$ cat src/rtl/shs_pkg.sv
`timescale 1ns / 1ps

package shs_pkg;

    // Command codes carried in the cmd field of a request.
    localparam logic [2:0] CMD_START_IDX = 3'd0;
    localparam logic [2:0] CMD_START_PIX = 3'd1;
    localparam logic [2:0] CMD_GET       = 3'd2;
    localparam logic [2:0] CMD_WR_DIGIT  = 3'd3;
    localparam logic [2:0] CMD_WR_ORDER  = 3'd4;

    // Configuration register indexes.
    localparam logic [2:0] CFG_WIDTH_EXP      = 3'd0;
    localparam logic [2:0] CFG_HEIGHT_EXP     = 3'd1;
    localparam logic [2:0] CFG_WIDTH_ALIGNED  = 3'd2;
    localparam logic [2:0] CFG_HEIGHT_ALIGNED = 3'd3;
    localparam logic [2:0] CFG_SAMPLE_STRIDE  = 3'd4;
    localparam logic [2:0] CFG_COEF_X         = 3'd5;
    localparam logic [2:0] CFG_COEF_Y         = 3'd6;

    // Kept digits are stacked so they can be folded back most significant first.
    localparam int unsigned STACK_DEPTH = 64;
    localparam int unsigned STACK_AW    = 6;

    localparam int unsigned PRIME_COUNT = 168;

    localparam logic [9:0] PRIME_ROM [PRIME_COUNT] = '{
        10'd2,   10'd3,   10'd5,   10'd7,   10'd11,  10'd13,  10'd17,  10'd19,
        10'd23,  10'd29,  10'd31,  10'd37,  10'd41,  10'd43,  10'd47,  10'd53,
        10'd59,  10'd61,  10'd67,  10'd71,  10'd73,  10'd79,  10'd83,  10'd89,
        10'd97,  10'd101, 10'd103, 10'd107, 10'd109, 10'd113, 10'd127, 10'd131,
        10'd137, 10'd139, 10'd149, 10'd151, 10'd157, 10'd163, 10'd167, 10'd173,
        10'd179, 10'd181, 10'd191, 10'd193, 10'd197, 10'd199, 10'd211, 10'd223,
        10'd227, 10'd229, 10'd233, 10'd239, 10'd241, 10'd251, 10'd257, 10'd263,
        10'd269, 10'd271, 10'd277, 10'd281, 10'd283, 10'd293, 10'd307, 10'd311,
        10'd313, 10'd317, 10'd331, 10'd337, 10'd347, 10'd349, 10'd353, 10'd359,
        10'd367, 10'd373, 10'd379, 10'd383, 10'd389, 10'd397, 10'd401, 10'd409,
        10'd419, 10'd421, 10'd431, 10'd433, 10'd439, 10'd443, 10'd449, 10'd457,
        10'd461, 10'd463, 10'd467, 10'd479, 10'd487, 10'd491, 10'd499, 10'd503,
        10'd509, 10'd521, 10'd523, 10'd541, 10'd547, 10'd557, 10'd563, 10'd569,
        10'd571, 10'd577, 10'd587, 10'd593, 10'd599, 10'd601, 10'd607, 10'd613,
        10'd617, 10'd619, 10'd631, 10'd641, 10'd643, 10'd647, 10'd653, 10'd659,
        10'd661, 10'd673, 10'd677, 10'd683, 10'd691, 10'd701, 10'd709, 10'd719,
        10'd727, 10'd733, 10'd739, 10'd743, 10'd751, 10'd757, 10'd761, 10'd769,
        10'd773, 10'd787, 10'd797, 10'd809, 10'd811, 10'd821, 10'd823, 10'd827,
        10'd829, 10'd839, 10'd853, 10'd857, 10'd859, 10'd863, 10'd877, 10'd881,
        10'd883, 10'd887, 10'd907, 10'd911, 10'd919, 10'd929, 10'd937, 10'd941,
        10'd947, 10'd953, 10'd967, 10'd971, 10'd977, 10'd983, 10'd991, 10'd997
    };

    typedef struct packed {
        logic [2:0]  cmd;
        logic [63:0] start_index;
        logic [15:0] pixel_x;
        logic [15:0] pixel_y;
        logic [15:0] sample_number;
        logic [10:0] table_address;
        logic [7:0]  table_data;
    } shs_in_t;

    typedef struct packed {
        logic [31:0] sample_value;
        logic [7:0]  dimension_used;
    } shs_out_t;

    typedef enum logic [4:0] {
        ST_IDLE,
        ST_DECODE,
        ST_PX_REV,
        ST_PX_MUL1,
        ST_PX_MUL2,
        ST_PX_SUM,
        ST_PX_CHK,
        ST_PX_MOD,
        ST_PX_MODW,
        ST_PX_FIX,
        ST_PX_FINAL,
        ST_G_BASE,
        ST_G_TLAT,
        ST_G_DIG,
        ST_G_DIGW,
        ST_G_DIGP,
        ST_G_DIGS,
        ST_G_FIRST,
        ST_G_ACCW,
        ST_G_ACC,
        ST_G_POP,
        ST_G_POPR,
        ST_G_OUT
    } shs_state_t;

    // Operand select for the shared digit divider.
    typedef enum logic [1:0] {
        DSEL_DIGIT,
        DSEL_FIRST,
        DSEL_ACC
    } shs_dsel_t;

    typedef struct packed {
        logic      accept;
        logic      load_idx;
        logic      wr_digit;
        logic      wr_order;
        logic      px_init;
        logic      px_step;
        logic      px_mul1;
        logic      px_mul2;
        logic      px_sum;
        logic      mod_start;
        logic      px_fix;
        logic      px_final;
        logic      get_sel;
        logic      t_latch;
        logic      div_start;
        shs_dsel_t dsel;
        logic      dig_take;
        logic      perm_digit;
        logic      dig_push;
        logic      q_latch;
        logic      pop;
        logic      out_load;
    } shs_cmd_t;

    typedef struct packed {
        logic [2:0] cmd_code;
        logic       px_done;
        logic       mix_neg;
        logic       stride_zero;
        logic       x_done;
        logic       n_zero;
        logic       div_busy;
        logic       mod_busy;
        logic       out_free;
    } shs_sts_t;

endpackage

$ cat src/rtl/shs_ctrl.sv
`timescale 1ns / 1ps

module shs_ctrl (
    input  logic             aclk,
    input  logic             aresetn,
    input  logic             s_valid,
    output logic             s_ready,
    input  shs_pkg::shs_sts_t sts,
    output shs_pkg::shs_cmd_t cmd
);

    import shs_pkg::*;

    shs_state_t state_reg, state_next;

    always_ff @(posedge aclk) begin
        if (!aresetn) begin
            state_reg <= ST_IDLE;
        end else begin
            state_reg <= state_next;
        end
    end

    always_comb begin
        state_next = state_reg;
        case (state_reg)
            ST_IDLE: begin
                if (s_valid) begin
                    state_next = ST_DECODE;
                end
            end
            ST_DECODE: begin
                case (sts.cmd_code)
                    CMD_START_PIX: state_next = ST_PX_REV;
                    CMD_GET:       state_next = ST_G_BASE;
                    default:       state_next = ST_IDLE;
                endcase
            end
            ST_PX_REV: begin
                if (sts.px_done) begin
                    state_next = ST_PX_MUL1;
                end
            end
            ST_PX_MUL1: state_next = ST_PX_MUL2;
            ST_PX_MUL2: state_next = ST_PX_SUM;
            ST_PX_SUM:  state_next = ST_PX_CHK;
            ST_PX_CHK: begin
                if (sts.mix_neg && !sts.stride_zero) begin
                    state_next = ST_PX_MOD;
                end else if (sts.mix_neg) begin
                    state_next = ST_PX_FIX;
                end else begin
                    state_next = ST_PX_FINAL;
                end
            end
            ST_PX_MOD: state_next = ST_PX_MODW;
            ST_PX_MODW: begin
                if (!sts.mod_busy) begin
                    state_next = ST_PX_FIX;
                end
            end
            ST_PX_FIX:   state_next = ST_PX_FINAL;
            ST_PX_FINAL: state_next = ST_IDLE;
            ST_G_BASE:   state_next = ST_G_TLAT;
            ST_G_TLAT:   state_next = ST_G_DIG;
            ST_G_DIG: begin
                if (sts.x_done) begin
                    state_next = ST_G_FIRST;
                end else begin
                    state_next = ST_G_DIGW;
                end
            end
            ST_G_DIGW: begin
                if (!sts.div_busy) begin
                    state_next = ST_G_DIGP;
                end
            end
            ST_G_DIGP:  state_next = ST_G_DIGS;
            ST_G_DIGS:  state_next = ST_G_DIG;
            ST_G_FIRST: state_next = ST_G_ACCW;
            ST_G_ACCW: begin
                if (!sts.div_busy) begin
                    state_next = ST_G_ACC;
                end
            end
            ST_G_ACC: state_next = ST_G_POP;
            ST_G_POP: begin
                if (sts.n_zero) begin
                    state_next = ST_G_OUT;
                end else begin
                    state_next = ST_G_POPR;
                end
            end
            ST_G_POPR: state_next = ST_G_ACCW;
            ST_G_OUT: begin
                if (sts.out_free) begin
                    state_next = ST_IDLE;
                end
            end
            default: state_next = ST_IDLE;
        endcase
    end

    always_comb begin
        cmd     = '0;
        cmd.dsel = DSEL_DIGIT;
        s_ready = 1'b0;
        case (state_reg)
            ST_IDLE: begin
                s_ready    = 1'b1;
                cmd.accept = s_valid;
            end
            ST_DECODE: begin
                case (sts.cmd_code)
                    CMD_START_IDX: cmd.load_idx = 1'b1;
                    CMD_START_PIX: cmd.px_init  = 1'b1;
                    CMD_GET:       cmd.get_sel  = 1'b1;
                    CMD_WR_DIGIT:  cmd.wr_digit = 1'b1;
                    CMD_WR_ORDER:  cmd.wr_order = 1'b1;
                    default:       cmd.load_idx = 1'b0;
                endcase
            end
            ST_PX_REV:   cmd.px_step   = !sts.px_done;
            ST_PX_MUL1:  cmd.px_mul1   = 1'b1;
            ST_PX_MUL2:  cmd.px_mul2   = 1'b1;
            ST_PX_SUM:   cmd.px_sum    = 1'b1;
            ST_PX_MOD:   cmd.mod_start = 1'b1;
            ST_PX_FIX:   cmd.px_fix    = 1'b1;
            ST_PX_FINAL: cmd.px_final  = 1'b1;
            ST_G_TLAT:   cmd.t_latch   = 1'b1;
            ST_G_DIG: begin
                cmd.div_start = !sts.x_done;
                cmd.dsel      = DSEL_DIGIT;
            end
            ST_G_DIGP: begin
                cmd.dig_take   = 1'b1;
                cmd.perm_digit = 1'b1;
            end
            ST_G_DIGS: cmd.dig_push = 1'b1;
            ST_G_FIRST: begin
                cmd.div_start = 1'b1;
                cmd.dsel      = DSEL_FIRST;
            end
            ST_G_ACC: cmd.q_latch = 1'b1;
            ST_G_POP: cmd.pop     = !sts.n_zero;
            ST_G_POPR: begin
                cmd.div_start = 1'b1;
                cmd.dsel      = DSEL_ACC;
            end
            ST_G_OUT: cmd.out_load = sts.out_free;
            default:  cmd.accept   = 1'b0;
        endcase
    end

endmodule

$ cat config.mk
export PLATFORM = sky130hd
export DESIGN_NAME = shs_ctrl
export DESIGN_NICKNAME = d
export VERILOG_FILES = /design/src/rtl/shs_pkg.sv /design/src/rtl/shs_ctrl.sv
export SDC_FILE = /design/constraint.sdc
export NUM_CORES = 1
export LEC_CHECK = 0
export BUFFER_PORTS_ARGS = -buffer_cell sky130_fd_sc_hd__buf_2
export CAP_MARGIN = 20
export CELL_PAD_IN_SITES_DETAIL_PLACEMENT = 1
export CELL_PAD_IN_SITES_GLOBAL_PLACEMENT = 1
export CORE_MARGIN = 8
export CORE_UTILIZATION = 28
export DETAILED_ROUTE_END_ITERATION = 10
export PLACE_DENSITY = 0.8
export SYNTH_ARGS = -nofsm -noshare
export SYNTH_HDL_FRONTEND = slang
export SYNTH_SLANG_ARGS = --single-unit
$ cat constraint.sdc
create_clock -name aclk -period 1.7 [get_ports aclk]
set_input_delay 0.255 -clock aclk [delete_from_list [all_inputs] [get_ports aclk]]
set_output_delay 0.255 -clock aclk [all_outputs]
set_load 0.02 [all_outputs]
# Yosys cells after proc, flatten, opt, wreduce, memory -nomap -nowiden
# Index checks and enable logic that the tools add are counted.
# classes
eq_ne	32
n_mux	35
n_reduce_logical	10
# ops
cell	n
$pmux W5 S20	1
$eq A5 B4 Y1 const B	8
$eq A5 B5 Y1 const B	7
$mux W5	7
$eq A5 B3 Y1 const B	4
$mux W1	20
$ne A2 B2 Y1 const B	6
$eq A5 B2 Y1 const B	2
$pmux W3 S3	1
$mux W4	2
$pmux W4 S2	1
$eq A3 B2 Y1 const B	2
$mux W2	3
$reduce_and A6 Y1	1
$eq A5 B1 Y1 const B	1
$logic_not A5 Y1	1
$logic_not A1 Y1	4
$reduce_or A2 Y1	2
$eq A3 B1 Y1 const B	1
$eq A3 B3 Y1 const B	1
$logic_not A3 Y1	1
$logic_and A1 B1 Y1	1
# totals
register_bits	5
in_bits	14
out_inout_bits	24

# Logic depth before layout (Yosys ltp)
# Gate-level depths: netlist of the first run.
# logic_depth
ltp_word	4
depth_mapped	7
ltp_nobuf	5

# Worst setup path before layout of the first run
# OpenSTA, ideal clock, no wires.
# synth_timing
kind	flip-flop to flip-flop
startpoint	register state_reg[2]
endpoint	register state_reg[3]
setup_time_ns	0.076
arrival_time_ns	1.740
setup_slack_ns	-0.116
path_stages_with_launch	7
path_buffers	3
synth_period_minus_slack_ns	1.816
path_cell_list	dfxtp_1 -> buf_6 -> buf_6 -> clkbuf_1 -> nor4_1 -> a211oi_1 -> a21boi_0
# synth_via
elab_chain_len	3
elab_cells_between_ends	32
classes_between	eq/ne: 27; mux: 1; reduce/logical: 4
# synth_lines
item	line_no	rtl
from (decl)	shs_ctrl.sv:14	shs_state_t state_reg, state_next;
from (signal assigned)	shs_ctrl.sv:20	state_reg <= state_next;
$eq A5 B5 Y1, or another cell as far along	shs_ctrl.sv:26	case (state_reg)
$reduce_or A2 Y1 (no source line) or $ne A2 B2 Y1 (tied branches)	--	
$pmux W5 S20 or $reduce_and A6 Y1 (tied branches)	--	
# Several ways; a longest one is shown, not always the timed one.
# A chain may end at the register's enable or synchronous reset.

==> results of run 1 <==
==> critical path, cell delays in order (launching register included) <==
cell     delay [ps]
dfxtp_4         360
buf_6           140
nor2b_1         310
a31oi_4         140
nor3_2          230
buf_2           230
==> cell usage in the layout, fill, tap and decap left out, types with 3 or more instances in the layout <==
master	n
a21oi_1	4
a22o_1	3
buf_2	17
buf_4	42
buf_6	19
clkbuf_4	3
dfxtp_4	4
inv_1	6
nand2_1	5
nand2_2	4
nand2b_1	4
nand3_1	3
nor2_1	7
nor2_4	4
nor3_1	4
nor3_2	7
o21ai_1	3
==> stage by stage <==
step | hold slack [ps] | setup WS (ps) | power (W)
4_1_cts | 279.3 | -57.89 | 0.001683
5_1_grt | 283.3 | -244.2 | 0.002278
6_report | 283.8 | -229.9 | 0.002220
2_1_floorplan | 408.8 | -36.25 | 0.0008639
3_5_place_dp | 555.1 | -101.3 | 0.001305
3_3_place_gp | 550.7 | -46.16 | 0.001272
==> power groups by stage <==
stage | Clock (W) | Combinational, W | Sequential [W]
floorplan | 0 | 0.000695 | 0.000169
global placement | 0 | 0.00107 | 0.000205
detailed placement | 0 | 0.00109 | 0.000212
CTS | 0.000149 | 0.00130 | 0.000231
global route | 0.000161 | 0.00188 | 0.000241
finish | 0.000158 | 0.00182 | 0.000242
==> worst max path at each step <==
stage | start | to | depth (start not counted)
4_1_cts | state_reg[4] | cmd[14] | 5
6_report | state_reg[4] | cmd[8] | 5
5_1_grt | state_reg[4] | cmd[8] | 5
3_3_place_gp | state_reg[2] | cmd[10] | 5
3_5_place_dp | state_reg[2] | state_reg[4] | 5
2_1_floorplan | state_reg[3] | cmd[5] | 5
==> layout make-up <==
type	count	share of cell area
Multi-Input combinational cell	100	0.4796
Timing Repair Buffer	82	0.3987
Sequential cell	5	0.06657
Tap cell	31	0.02219
Inverter	7	0.01718
Clock buffer	3	0.01288
Clock inverter	1	0.002863
==> routing by layer <==
layer / GRT usage / part of all wire / vias up
met4: 0.05580 / 0.050 / 0
li1: - / - / 610
met5: 0 / 0 / -
met3: 0.02542 / 0.060 / 28
met1: 0.2183 / 0.41 / 675
met2: 0.3107 / 0.48 / 82
==> logic make-up (layout without fill, tap and decap cells) <==
logic type / after synthesis / count (layout) / synth area share
xor+xnor: 1 / 1 / 0.01066
flops: 5 / 5 / 0.1218
compound gates: 32 / 32 / 0.2786
buf+inv: 19 / 93 / 0.1233
simple gates: 67 / 67 / 0.4658
==> timing repair <==
item	4_1_cts	5_1_grt
buffers inserted	7	12
gates cloned	1	0
pin swaps	10	15
setup endpoints to repair	28	28
gates resized for setup	45	56
==> results.md, run 1 <==
- WS Path Type: reg -> out
- Layout area overhead: 112.6%
- Internal power: 0.001084 W
- Sequential power share: 0.109
- Vias after detailed routing: 1395
- Worst path required time: 1440 ps
- Leakage: 0.7688 nW
- Largest net degree at the start of global routing: 18
- Post-layout instance area: 0.001748 mm²
- Area share of the largest cell type after synthesis: 0.1218
- DRC viols: 0
- CTS clk-pin slew, worst paths: 60 ps
- Worst setup margin: -229.9 ps
- DP Area: 0.001205 mm²
- DRT Pass-1 Iters: 4
- Clock sink count: 5
- CTS Buffer Depth: 2
- Final setup TNS: -1710 ps
- Routed wire length: 5.934 mm
- #FFs+latches synth: 5
- Final hold violation count: 0
- Setup violations, final: 21
- RR Endpoint: state_reg[1]
- Count of different cell masters after synthesis: 46
- Synth Instances: 124
- Top-level I/O count: 38
- Hold path depth: 2
- Clock skew: 11.56 ps
- Min Clock Period, post-route: 1930 ps
- H-tree Lvls: 1
- FFs w/ async S/R, synth: 0
- Gp weighted congestion: 0.8646
- HP Class: in -> reg
- Number of synthesized flops with an enable pin: 0
- Grt ovf: 0
- Leading register cell type out of synthesis: dfxtp_1
- P_sw: 0.001136 W
- Synth warnings: 0
- Floorplan Core Area: 0.002781 mm²
- CTS tree: yes
- Area leader, netlist: dfxtp_1
- Hold EP: state_reg[3]
- Max VDD drop: 0.0009542 V
- Antenna violations before repair: 0
- Syn nets: 138
- Chip height: 70.19 µm
- Antenna diode count: 0
- DP Wirelength: 3.019 mm
- Failing checks: negative setup slack
- Initial Util: 0.2955
- Routed WL per cell: 25.91 µm
- Max FFs per register: 5
- Hold_buf cts: 0
- Status: finished with violations
- Slew Viols, Final: 0
- RSZ-0062 raised after global routing: true
- Max Freq: 518.2 MHz
- Synth top cells by count: 13 x nor2_1, 13 x nor3_1, 9 x nand2_1
- Reg area: 116.4 µm²
- First-pass GRT wire length: 7.307 mm
- R2r worst-path depth: 5
- Vias per inst: 6.092
- Hold Crit Start: aresetn
- DIE AREA: 0.004926 mm²
- Max Cap Violations: 0
- Pwr Density: 1270 mW/mm²
- Root Buffer: clkbuf_4
- Share of post-route cells with drive strength above 1: 0.6414
- Die width: 70.19 µm
- Top post-synthesis cells by area: dfxtp_1 12%, nor3_1 7.9%, nor2_1 5.9%
- Clk network pwr share: 0.071
- Non-Filler Instances: 229
- Final nets: 213
- Multi-input logic area: 838.3 µm²
- Clk_lat worst skew: 270 ps
- Startpoint Class: flop
- # rows: 19
- Gr usage total: 0.1785
- Crit. End Element: primary output
- Period utilization: 1.135
- CP Max Fanout: 7
- Post-DRT Antenna Nets: 0
- Worst R2R Setup Slack: -120 ps
- Worst R2R Start: state_reg[3]
- Worst-Margin Slew: 487.5 ps
- Num CTS Buffers: 3
- Max-slew headroom: 0.6709
- Switching share of power: 0.5116
- Number of port buffers: 37
- Post-synth design cell area: 822.0 µm²
- Vias in the first global route: 1381
- Worst EP arrival: 1670 ps
- Post-synthesis sequential area ratio: 0.1218
- Logic pwr share: 0.820
- Placed insts: 206
- Fill count: 313
- Syn Area/Cell: 6.629 µm²
- Layout Utilization: 0.6284
- Number of DRC markers in iteration 0: 101
Power figures use the tool's default switching activity.
==> run 2: changes to the inputs <==
- CORE_MARGIN: 8 -> 2
==> run 2 against run 1 <==
Net effect:
- cell area is 4.4% higher
- critical path type is now reg -> reg
- the run still ends with negative setup slack left
- register-to-register slack got worse by 40 ps
- clock skew up 4.2 ps
- largest cell class unchanged
- via count grew 8.7%
- critical endpoint is now state_reg[1]
==> results.md, run 2 (synthesis gave the netlist of run 1 again) <==
- Startpoint Class: flop
- Setup WS pre-CTS: -117.8 ps
- Num CTS Buffers: 3
- Gp weighted congestion: 0.9090
- RR Endpoint: state_reg[1]
- Routed WL per cell: 27.48 µm
- # rows: 19
- DIE AREA: 0.003385 mm²
- Crit. End Element: flop
- Min Clock Period, post-route: 1857 ps
- DRC viols: 0
- Most frequent cells in the layout: 40 x buf_4, 25 x buf_6, 19 x buf_2
- Slew Viols, Final: 0
- CP max-delay cell: or4_4
- Floorplan Core Area: 0.002781 mm²
- Number of port buffers: 37
- Die width: 58.19 µm
- Worst R2R Start: state_reg[2]
- Largest net degree at the start of global routing: 15
- Routed wire length: 6.431 mm
- Antenna violations before repair: 0
- Max Freq: 538.5 MHz
- Chip height: 58.19 µm
- Hold_buf cts: 0
- Final setup TNS: -1257 ps
- R2r worst-path depth: 7
- DP Wirelength: 3.065 mm
- Max FFs per register: 5
- Status: finished with violations
- WS Path Type: reg -> reg
- Worst setup margin: -156.9 ps
- Critical Path Sink: state_reg[1]
- First-pass GRT wire length: 8.328 mm
- Setup violations, final: 18
- Layout area overhead: 121.9%
- Initial Util: 0.2955
- Max incr delay on CP: 480 ps
- Max Cap Violations: 0
- Clock skew: 15.77 ps
- Antenna diode count: 0
- Number of DRC markers in iteration 0: 74
- Final hold violation count: 0
- DRT Pass-1 Iters: 4
- Grt ovf: 0
- Worst-Margin Slew: 414.2 ps
- CTS Buffer Depth: 2
- Post-DRT Antenna Nets: 0
- Max VDD drop: 0.001013 V
- Root Buffer: clkbuf_4
- CP Cell Sequence: buf_6 -> buf_4 -> or2b_1 -> a211o_1 -> a21oi_1 -> or4_4 -> a22o_1
- Leakage: 0.7925 nW
- Period utilization: 1.092
- Worst setup startpoint: state_reg[2]
- Max-slew headroom: 0.7204
- Worst path required time: 1850 ps
- CTS clk-pin slew, worst paths: 60 ps
- Worst EP arrival: 2010 ps
- CP Max Fanout: 5
- Pwr Density: 1284 mW/mm²
- Vias in the first global route: 1456
- Clock sink count: 5
- Final nets: 218
- RSZ-0062 raised after global routing: true
- Worst R2R Setup Slack: -160 ps
- H-tree Lvls: 1
- Failing checks: negative setup slack
- Hold path depth: 2
- Most common cell after layout, fill and taps aside: buf_4
- Gr usage total: 0.3286
- Share of post-route cells with drive strength above 1: 0.6601
- CTS tree: yes
- Vias per inst: 6.479
- Vias after detailed routing: 1516
- Top-level I/O count: 38
- HP Class: in -> reg
- Clk_lat worst skew: 260 ps
run 2: cell count changes in the layout (fill, tap and decap cells not counted), sizes merged:
cell	delta
clkinvlp	-1
clkbuf	+1
inv	+1
buf	+5
clkinv	-1
run 2: worst min-delay path by stage:
stage | from | end | slack, ps
final | aresetn | state_reg[3] | 330
after global routing | aresetn | state_reg[3] | 320
after CTS | aresetn | state_reg[3] | 290
after detailed placement | aresetn | state_reg[3] | 570
after global placement | aresetn | state_reg[3] | 560
after floorplan | aresetn | state_reg[3] | 410
run 2: layout make-up:
type | instances | area [µm²]
clock buffer | 4 | 26.28
multi-input combinational | 100 | 882.1
sequential | 5 | 118.9
tap | 31 | 38.79
timing repair buffer | 87 | 732.0
fill | 319 | 957.2
inverter | 7 | 26.28
run 2: metal layers:
layer / up-vias / share of wire / wire, µm / global-route usage
met4: 0 / 0.050 / 324 / 0.1561
met5: - / 0 / 0 / 0
li1: 619 / - / - / -
met3: 32 / 0.094 / 603 / 0.06920
met1: 741 / 0.38 / 2427 / 0.3976
met2: 124 / 0.48 / 3076 / 0.5519
run 2: power breakdown:
part	internal, W	switching [W]
combinational	0.000902	0.00103
clock	0.0000899	0.0000672
sequential	0.000166	0.0000865
total	0.00116	0.00118
run 2: worst max-delay path: cells and delay by family (launching register included):
family          cells  cell delay (ps)
buf+inv             2              280
compound gates      3              460
flops               1              400
simple gates        2              620
run 2: per-stage QoR:
step           power [W]  std cells    util  cell area (µm²)  hold WS (ps)
6_report        0.002343        234  0.6559             1824         328.0
5_1_grt         0.002422        234  0.6559             1824         320.1
4_1_cts         0.001794        225  0.5565             1548         292.5
3_5_place_dp    0.001356        210  0.4440             1235         567.6
3_3_place_gp    0.001305        210  0.4440             1235         565.0
2_1_floorplan  0.0008639        124       -            848.3         408.8
run 2: repair_timing:
item	in CTS	in global routing
pin swaps	14	17
setup buffers	10	10
gates cloned	1	0
endpoints found under the setup margin	25	27
gates resized for setup	57	55
